--- config.mk ---
export PLATFORM = sky130hd
export DESIGN_NAME = insertion_sorter
export DESIGN_NICKNAME = d
export VERILOG_FILES = /design/src/design/isrt_pkg.sv /design/src/design/isrt_node.sv /design/src/design/insertion_sorter.sv
export VERILOG_INCLUDE_DIRS = /design/src /design/src/design
export SDC_FILE = /design/constraint.sdc
export NUM_CORES = 2
export LEC_CHECK = 0
export ABC_AREA = 0
export BUFFER_PORTS_ARGS = -buffer_cell sky130_fd_sc_hd__buf_4
export CORE_MARGIN = 3
export CORE_UTILIZATION = 40
export CTS_BUF_LIST = sky130_fd_sc_hd__clkbuf_4
export DETAILED_ROUTE_END_ITERATION = 12
export HOLD_SLACK_MARGIN = 0.03
export PLACE_DENSITY = 0.63
export SLEW_MARGIN = 5
export SYNTH_ARGS = -nofsm -noshare
export SYNTH_HDL_FRONTEND = slang
export SYNTH_SLANG_ARGS = --single-unit
export TNS_END_PERCENT = 1
--- constraint.sdc ---
create_clock -name i_clk -period 5.6 [get_ports i_clk]
set_input_delay 0.56 -clock i_clk [delete_from_list [all_inputs] [get_ports i_clk]]
set_output_delay 0.56 -clock i_clk [all_outputs]
set_load 0.005 [all_outputs]
--- src/design/insertion_sorter_defines.svh ---
// ----------------------------------------------------------------------------
// insertion_sorter_defines
// assertion macros used by the insertion sorter
// ----------------------------------------------------------------------------
`ifndef INSERTION_SORTER_DEFINES_SVH
`define INSERTION_SORTER_DEFINES_SVH

// same-cycle implication, checked outside reset
`define ISRT_ASSERT_NOW(label, ante, cons) \
    label: assert property (@(posedge i_clk) disable iff (!i_rst_n) (ante) |-> (cons)) \
        else $error("isrt check failed");

// next-cycle implication, checked outside reset
`define ISRT_ASSERT_NEXT(label, ante, cons) \
    label: assert property (@(posedge i_clk) disable iff (!i_rst_n) (ante) |=> (cons)) \
        else $error("isrt check failed");

`endif

--- src/design/isrt_pkg.sv ---
// ----------------------------------------------------------------------------
// isrt_pkg
// shared types for the insertion sorter cell chain
// ----------------------------------------------------------------------------
package isrt_pkg;

    typedef enum logic [1:0] {
        ST_FILL  = 2'b01,
        ST_DRAIN = 2'b10
    } t_state;

    typedef struct packed {
        logic ins;
        logic shift;
    } t_cell_ctrl;

endpackage

--- src/design/isrt_node.sv ---
// ----------------------------------------------------------------------------
// isrt_node
// one cell of the sort chain: keeps one entry, inserts or shifts down
// ----------------------------------------------------------------------------
module isrt_node import isrt_pkg::*; #(
    parameter int VALUE_WIDTH = 32
) (
    input  logic                          i_clk,
    input  logic                          i_rst_n,
    input  t_cell_ctrl                    i_ctrl,
    input  logic signed [VALUE_WIDTH-1:0] i_value,
    input  logic signed [VALUE_WIDTH-1:0] i_left_value,
    input  logic                          i_left_valid,
    input  logic                          i_left_gt,
    input  logic signed [VALUE_WIDTH-1:0] i_right_value,
    input  logic                          i_right_valid,
    output logic signed [VALUE_WIDTH-1:0] o_value,
    output logic                          o_valid,
    output logic                          o_gt
);

    logic signed [VALUE_WIDTH-1:0] r_value;
    logic signed [VALUE_WIDTH-1:0] n_value;
    logic                          r_valid;
    logic                          n_valid;

    // empty cells count as greater than anything
    assign o_gt = !r_valid || (r_value > i_value);

    always_comb begin
        n_value = r_value;
        n_valid = r_valid;
        if (i_ctrl.shift) begin
            n_value = i_right_value;
            n_valid = i_right_valid;
        end else if (i_ctrl.ins && o_gt) begin
            n_value = i_left_gt ? i_left_value : i_value;
            n_valid = r_valid | i_left_valid;
        end
    end

    always_ff @(posedge i_clk) begin
        if (!i_rst_n) begin
            r_valid <= 1'b0;
        end else begin
            r_valid <= n_valid;
        end
    end

    always_ff @(posedge i_clk) begin
        r_value <= n_value;
    end

    assign o_value = r_value;
    assign o_valid = r_valid;

endmodule

--- src/design/insertion_sorter.sv ---
// ----------------------------------------------------------------------------
// insertion_sorter
// streaming insertion sort of one set of signed values over a chain of cells
// ----------------------------------------------------------------------------
// channel  dir  tdata       tlast     tuser
// s        in   in_value    in_last   -
// m        out  out_value   out_last  out_overflow
//
// one request is taken per cycle while filling, dropped if the chain is full; all cells compare at once
// after the request marked last, the chain drains one result per cycle
// input is held off while draining; a stalled output holds the chain
// sync active-low reset empties the chain; entries carry no reset
// ----------------------------------------------------------------------------
`include "insertion_sorter_defines.svh"

module insertion_sorter import isrt_pkg::*; #(
    parameter int CAPACITY    = 32,
    parameter int VALUE_WIDTH = 32
) (
    input  logic                                  i_clk,
    input  logic                                  i_rst_n,
    input  logic                                  i_s_tvalid,
    output logic                                  o_s_tready,
    input  logic [((VALUE_WIDTH+7)/8)*8-1:0]      i_s_tdata,  // in_value
    input  logic                                  i_s_tlast,  // in_last
    output logic                                  o_m_tvalid,
    input  logic                                  i_m_tready,
    output logic [((VALUE_WIDTH+7)/8)*8-1:0]      o_m_tdata,  // out_value
    output logic                                  o_m_tlast,  // out_last
    output logic                                  o_m_tuser   // out_overflow
);

    localparam int DataWidth = ((VALUE_WIDTH + 7) / 8) * 8;

    t_state                        r_state;
    t_state                        n_state;
    logic                          r_dropped;
    logic                          n_dropped;
    t_cell_ctrl                    w_ctrl;
    logic signed [VALUE_WIDTH-1:0] w_in_value;
    logic signed [VALUE_WIDTH-1:0] w_value [CAPACITY];
    logic [CAPACITY-1:0]           w_valid;
    logic [CAPACITY-1:0]           w_gt;
    logic                          w_in_acc;
    logic                          w_out_acc;
    logic                          w_full;

    assign w_in_value = $signed(i_s_tdata[VALUE_WIDTH-1:0]);
    assign w_full     = w_valid[CAPACITY-1];
    assign o_s_tready = (r_state == ST_FILL);
    assign w_in_acc   = i_s_tvalid && o_s_tready;
    assign o_m_tvalid = (r_state == ST_DRAIN);
    assign w_out_acc  = o_m_tvalid && i_m_tready;
    assign o_m_tdata  = DataWidth'($unsigned(w_value[0]));
    assign o_m_tlast  = !w_valid[1];
    assign o_m_tuser  = r_dropped;

    assign w_ctrl.ins   = w_in_acc && !w_full;
    assign w_ctrl.shift = w_out_acc;

    always_comb begin
        n_state   = r_state;
        n_dropped = r_dropped;
        unique case (r_state)
            ST_FILL: begin
                if (w_in_acc) begin
                    if (w_full) begin
                        n_dropped = 1'b1;
                    end
                    if (i_s_tlast) begin
                        n_state = ST_DRAIN;
                    end
                end
            end
            ST_DRAIN: begin
                if (w_out_acc && o_m_tlast) begin
                    n_state   = ST_FILL;
                    n_dropped = 1'b0;
                end
            end
            default: begin
                n_state = ST_FILL;
            end
        endcase
    end

    always_ff @(posedge i_clk) begin
        if (!i_rst_n) begin
            r_state   <= ST_FILL;
            r_dropped <= 1'b0;
        end else begin
            r_state   <= n_state;
            r_dropped <= n_dropped;
        end
    end

    for (genvar i = 0; i < CAPACITY; i++) begin : g_chain
        logic signed [VALUE_WIDTH-1:0] w_left_value;
        logic                          w_left_valid;
        logic                          w_left_gt;
        logic signed [VALUE_WIDTH-1:0] w_right_value;
        logic                          w_right_valid;

        if (i == 0) begin : g_head
            assign w_left_value = w_in_value;
            assign w_left_valid = 1'b1;
            assign w_left_gt    = 1'b0;
        end else begin : g_body
            assign w_left_value = w_value[i-1];
            assign w_left_valid = w_valid[i-1];
            assign w_left_gt    = w_gt[i-1];
        end

        if (i == CAPACITY - 1) begin : g_tail
            assign w_right_value = '0;
            assign w_right_valid = 1'b0;
        end else begin : g_inner
            assign w_right_value = w_value[i+1];
            assign w_right_valid = w_valid[i+1];
        end

        isrt_node #(
            .VALUE_WIDTH(VALUE_WIDTH)
        ) u_node (
            .i_clk        (i_clk),
            .i_rst_n      (i_rst_n),
            .i_ctrl       (w_ctrl),
            .i_value      (w_in_value),
            .i_left_value (w_left_value),
            .i_left_valid (w_left_valid),
            .i_left_gt    (w_left_gt),
            .i_right_value(w_right_value),
            .i_right_valid(w_right_valid),
            .o_value      (w_value[i]),
            .o_valid      (w_valid[i]),
            .o_gt         (w_gt[i])
        );
    end

    // filled cells always form an unbroken run from the head
    `ISRT_ASSERT_NOW(a_valid_run, 1'b1, ((w_valid + 1'b1) & w_valid) == '0)
    `ISRT_ASSERT_NOW(a_drain_has_data, r_state == ST_DRAIN, w_valid[0])
    `ISRT_ASSERT_NOW(a_no_input_in_drain, o_m_tvalid, !o_s_tready)
    `ISRT_ASSERT_NEXT(a_end_clears, w_out_acc && o_m_tlast,
                      !w_valid[0] && !r_dropped && r_state == ST_FILL)

endmodule

==> flow_summary.json <==
{
  "grt_antenna_before_repair": 6,
  "area_delta_synth_final_pct": 10.4,
  "setup.worst_path.class": "primary input to flop",
  "pre_cts_slack_ps": 1000,
  "fin_crit_ps": 3970,
  "crit_family": "buffers and inverters",
  "cts_tree": "yes",
  "fin_tns_setup_ps": 0,
  "ys_ff_latch": 1059,
  "hold_class": "primary input to flop",
  "insertion_delay_ps": 1340,
  "max_stage_delay_ps": 930,
  "setup_slack_ps": 1630,
  "first_pass_iters": 7,
  "synth_area_sq_um": 75100,
  "placementRows": 158,
  "die_w_um": 439,
  "nets": 8634,
  "syn_inst": 7431,
  "slowest_stage": "nor2_4",
  "syn_nets": 8460,
  "htreeDepth": 5,
  "wl_met1_um": 105000,
  "rsz0062_at_grt": "false",
  "grt_pass1_vias": 62844,
  "grt_max_degree": 225,
  "die_h_um": 439,
  "hold_ws_ps": 387,
  "ys_async_sr_fraction": 0,
  "end_kind": "flop",
  "wl_per_cell_um": 25.1,
  "powerDensity_nw_per_um2": 260,
  "required_ps": 6530,
  "path_max_fanout": 33,
  "core_sq_um": 186000,
  "crit_buf_inv": 4,
  "route.met2.wl_um": 120000,
  "drcViolationCount": 0,
  "port_buffers": 72,
  "start_kind": "primary input",
  "numCtsBuffers": 308,
  "grt.total_usage": 0.260,
  "grt_remaining_overflow": 0,
  "yosysSeqAreaShare": 0.415,
  "vias": 63076,
  "drtAntennaViolNets": 0,
  "drive_above_1_share": 0.105,
  "worstMarginPinSlew_ps": 1250,
  "ys_types": 67,
  "max_slew_margin": 0.165,
  "p_total_mw": 21.5,
  "top_signal_layer_used": "met4",
  "synth-edff-count": 992,
  "avgSynthCellArea_sq_um": 10.1,
  "viasPerCell": 6.12,
  "clockRootBuffer": "clkbuf_4",
  "setup_viol": 0,
  "clk_pin_slew_ps": 60,
  "ys.flop_type": "edfxtp_1",
  "period_share": 0.709,
  "synth_top_area_frac": 0.397,
  "cp_cell_sequence": "dlygate4sd3_1 -> buf_4 -> inv_2 -> ha_1 -> nand4_1 -> nor3_1 -> a221oi_1 -> o211ai_1 -> a32o_1 -> nor2_4 -> nand2_1 -> nand2_1 -> buf_4",
  "drv_slew": 0,
  "grt_first_pass_wirelength_um": 386000,
  "cap_violations": 0,
  "dp_hpwl_um": 187000,
  "drt-total-wl_um": 259000,
  "irDropWorstVdd_mv": 0.200,
  "die_area_sq_um": 193000,
  "ys_warn_count": 0,
  "start_util": 0.404,
  "place.gp.congestion": 0.925,
  "clockBufferDepth": 4,
  "fin_worst_skew_ps": 89.2,
  "ctsResizeCount": 0,
  "hold_viol": 0,
  "ios": 73,
  "clkSinkCount": 1059,
  "status": "completed",
  "p_leak_nw": 35.9,
  "yosysMostFrequentCell": "nand2_1",
  "yosysTopAreaCell": "edfxtp_1",
  "synth_commonest_cells": "1068 x nand2_1, 992 x edfxtp_1, 992 x ha_1, 957 x mux2i_1, 869 x o21ai_0",
  "synthTopCellsByArea": "edfxtp_1 40%, ha_1 17%, mux2i_1 13%",
  "dr_wl_met3_um": 20800,
  "drt-initial-drc-count": 6009,
  "arrival_ps": 4900,
  "timing.fmax_mhz": 252
}
-- final timing paths --
check	slack [ps]	from	depth (start not counted)	endpoint
min	390	i_rst_n	4	g_chain[31].u_node.o_valid$_SDFFE_PP0P_
min reg2reg	500	o_m_tuser$_SDFFE_PN0P_	2	o_m_tuser$_SDFFE_PN0P_
max reg2reg	1640	g_chain[0].u_node.o_value[9]$_DFFE_PP_	10	g_chain[1].u_node.o_value[6]$_DFFE_PP_
max	1630	i_s_tdata[31]	13	g_chain[14].u_node.o_value[7]$_DFFE_PP_
-- power by group --
group / total (mW) / internal (mW) / switching (mW)
clock network: 7.45 / 3.84 / 3.61
registers: 10.3 / 9.53 / 0.768
logic: 3.77 / 1.42 / 2.34
total: 21.5 / 14.8 / 6.72
-- tightest hold or removal path: stages --
cell and delay [ps]:
dlygate4sd3_1 560, buf_4 320, nand2_1 130, nor2_1 50
-- area by class of cell --
cell class | instances | area [sq um]
clock inverters | 54 | 256
fillers | 17708 | 103000
diodes | 9 | 22.5
flip-flops and latches | 1059 | 31100
clock buffers | 464 | 3480
well taps | 2480 | 3100
multi-input cells | 5833 | 41700
inverters | 87 | 327
repair buffers | 316 | 2870
-- state kept, by name, summed over array words and instances, names as in the netlist --
register	count
g_chain.u_node.o_value	1024
g_chain.u_node.o_valid	32
o_m_tuser	1
r_state	2
-- through the flow --
| stage | instance area [sq um] | instances | utilization |
|---|---|---|---|
| after global routing | 82900 | 10300 | 0.446 |
| after floorplan | 75100 | 7431 | - |
| after detailed placement | 78700 | 9737 | 0.423 |
| after global placement | 78700 | 9737 | 0.423 |
| after CTS | 82900 | 10293 | 0.445 |
| final | 82900 | 10302 | 0.446 |
-- cell families (layout without fill, tap and decap cells) --
kind of cell | count (synthesis) | after routing | share of synthesized area
and+or+nand+nor | 1886 | 1886 | 0.112
AOI/OAI and AO/OA | 1998 | 1998 | 0.148
other | 0 | 9 | 0
DFF | 1059 | 1059 | 0.415
muxes | 957 | 957 | 0.128
buffers and inverters | 539 | 921 | 0.0325
adders and majority gates | 992 | 992 | 0.165
-- routing by layer --
| layer | up-vias | track usage |
|---|---|---|
| met1 | 30845 | 0.328 |
| met4 | 0 | 0.132 |
| met2 | 2767 | 0.421 |
| li1 | 28742 | - |
| met5 | - | 0 |
| met3 | 722 | 0.0541 |
-- cell usage in the layout (no fill, tap or decap), types with 9 or more instances in the layout --
| cell type | count |
|---|---|
| a31oi_1 | 35 |
| a32o_1 | 16 |
| nand3b_1 | 10 |
| o211ai_1 | 52 |
| mux2i_1 | 957 |
| buf_4 | 246 |
| buf_12 | 32 |
| inv_1 | 56 |
| nor4_1 | 46 |
| a211oi_1 | 62 |
| nand3_1 | 105 |
| clkinv_1 | 50 |
| a21o_1 | 70 |
| o21ai_0 | 862 |
| dlygate4sd3_1 | 38 |
| a221oi_1 | 27 |
| a2111oi_0 | 25 |
| diode_2 | 9 |
| nor2_1 | 262 |
| nand2_1 | 1067 |
| nand4_1 | 240 |
| inv_2 | 32 |
| nor2_4 | 16 |
| a21oi_1 | 656 |
| or4b_1 | 16 |
| dfxtp_1 | 67 |
| clkbuf_4 | 464 |
| nor3_1 | 39 |
| edfxtp_1 | 992 |
| nor2b_1 | 53 |
| o21ai_1 | 121 |
| ha_1 | 992 |
-- what timing repair did --
action / 4_1_cts / 5_1_grt
buffers inserted: 0 / 0
endpoints found under the hold margin: 339 / 0
hold buffers: 38 / 0
No activity file was read; power rests on OpenSTA's default activity.
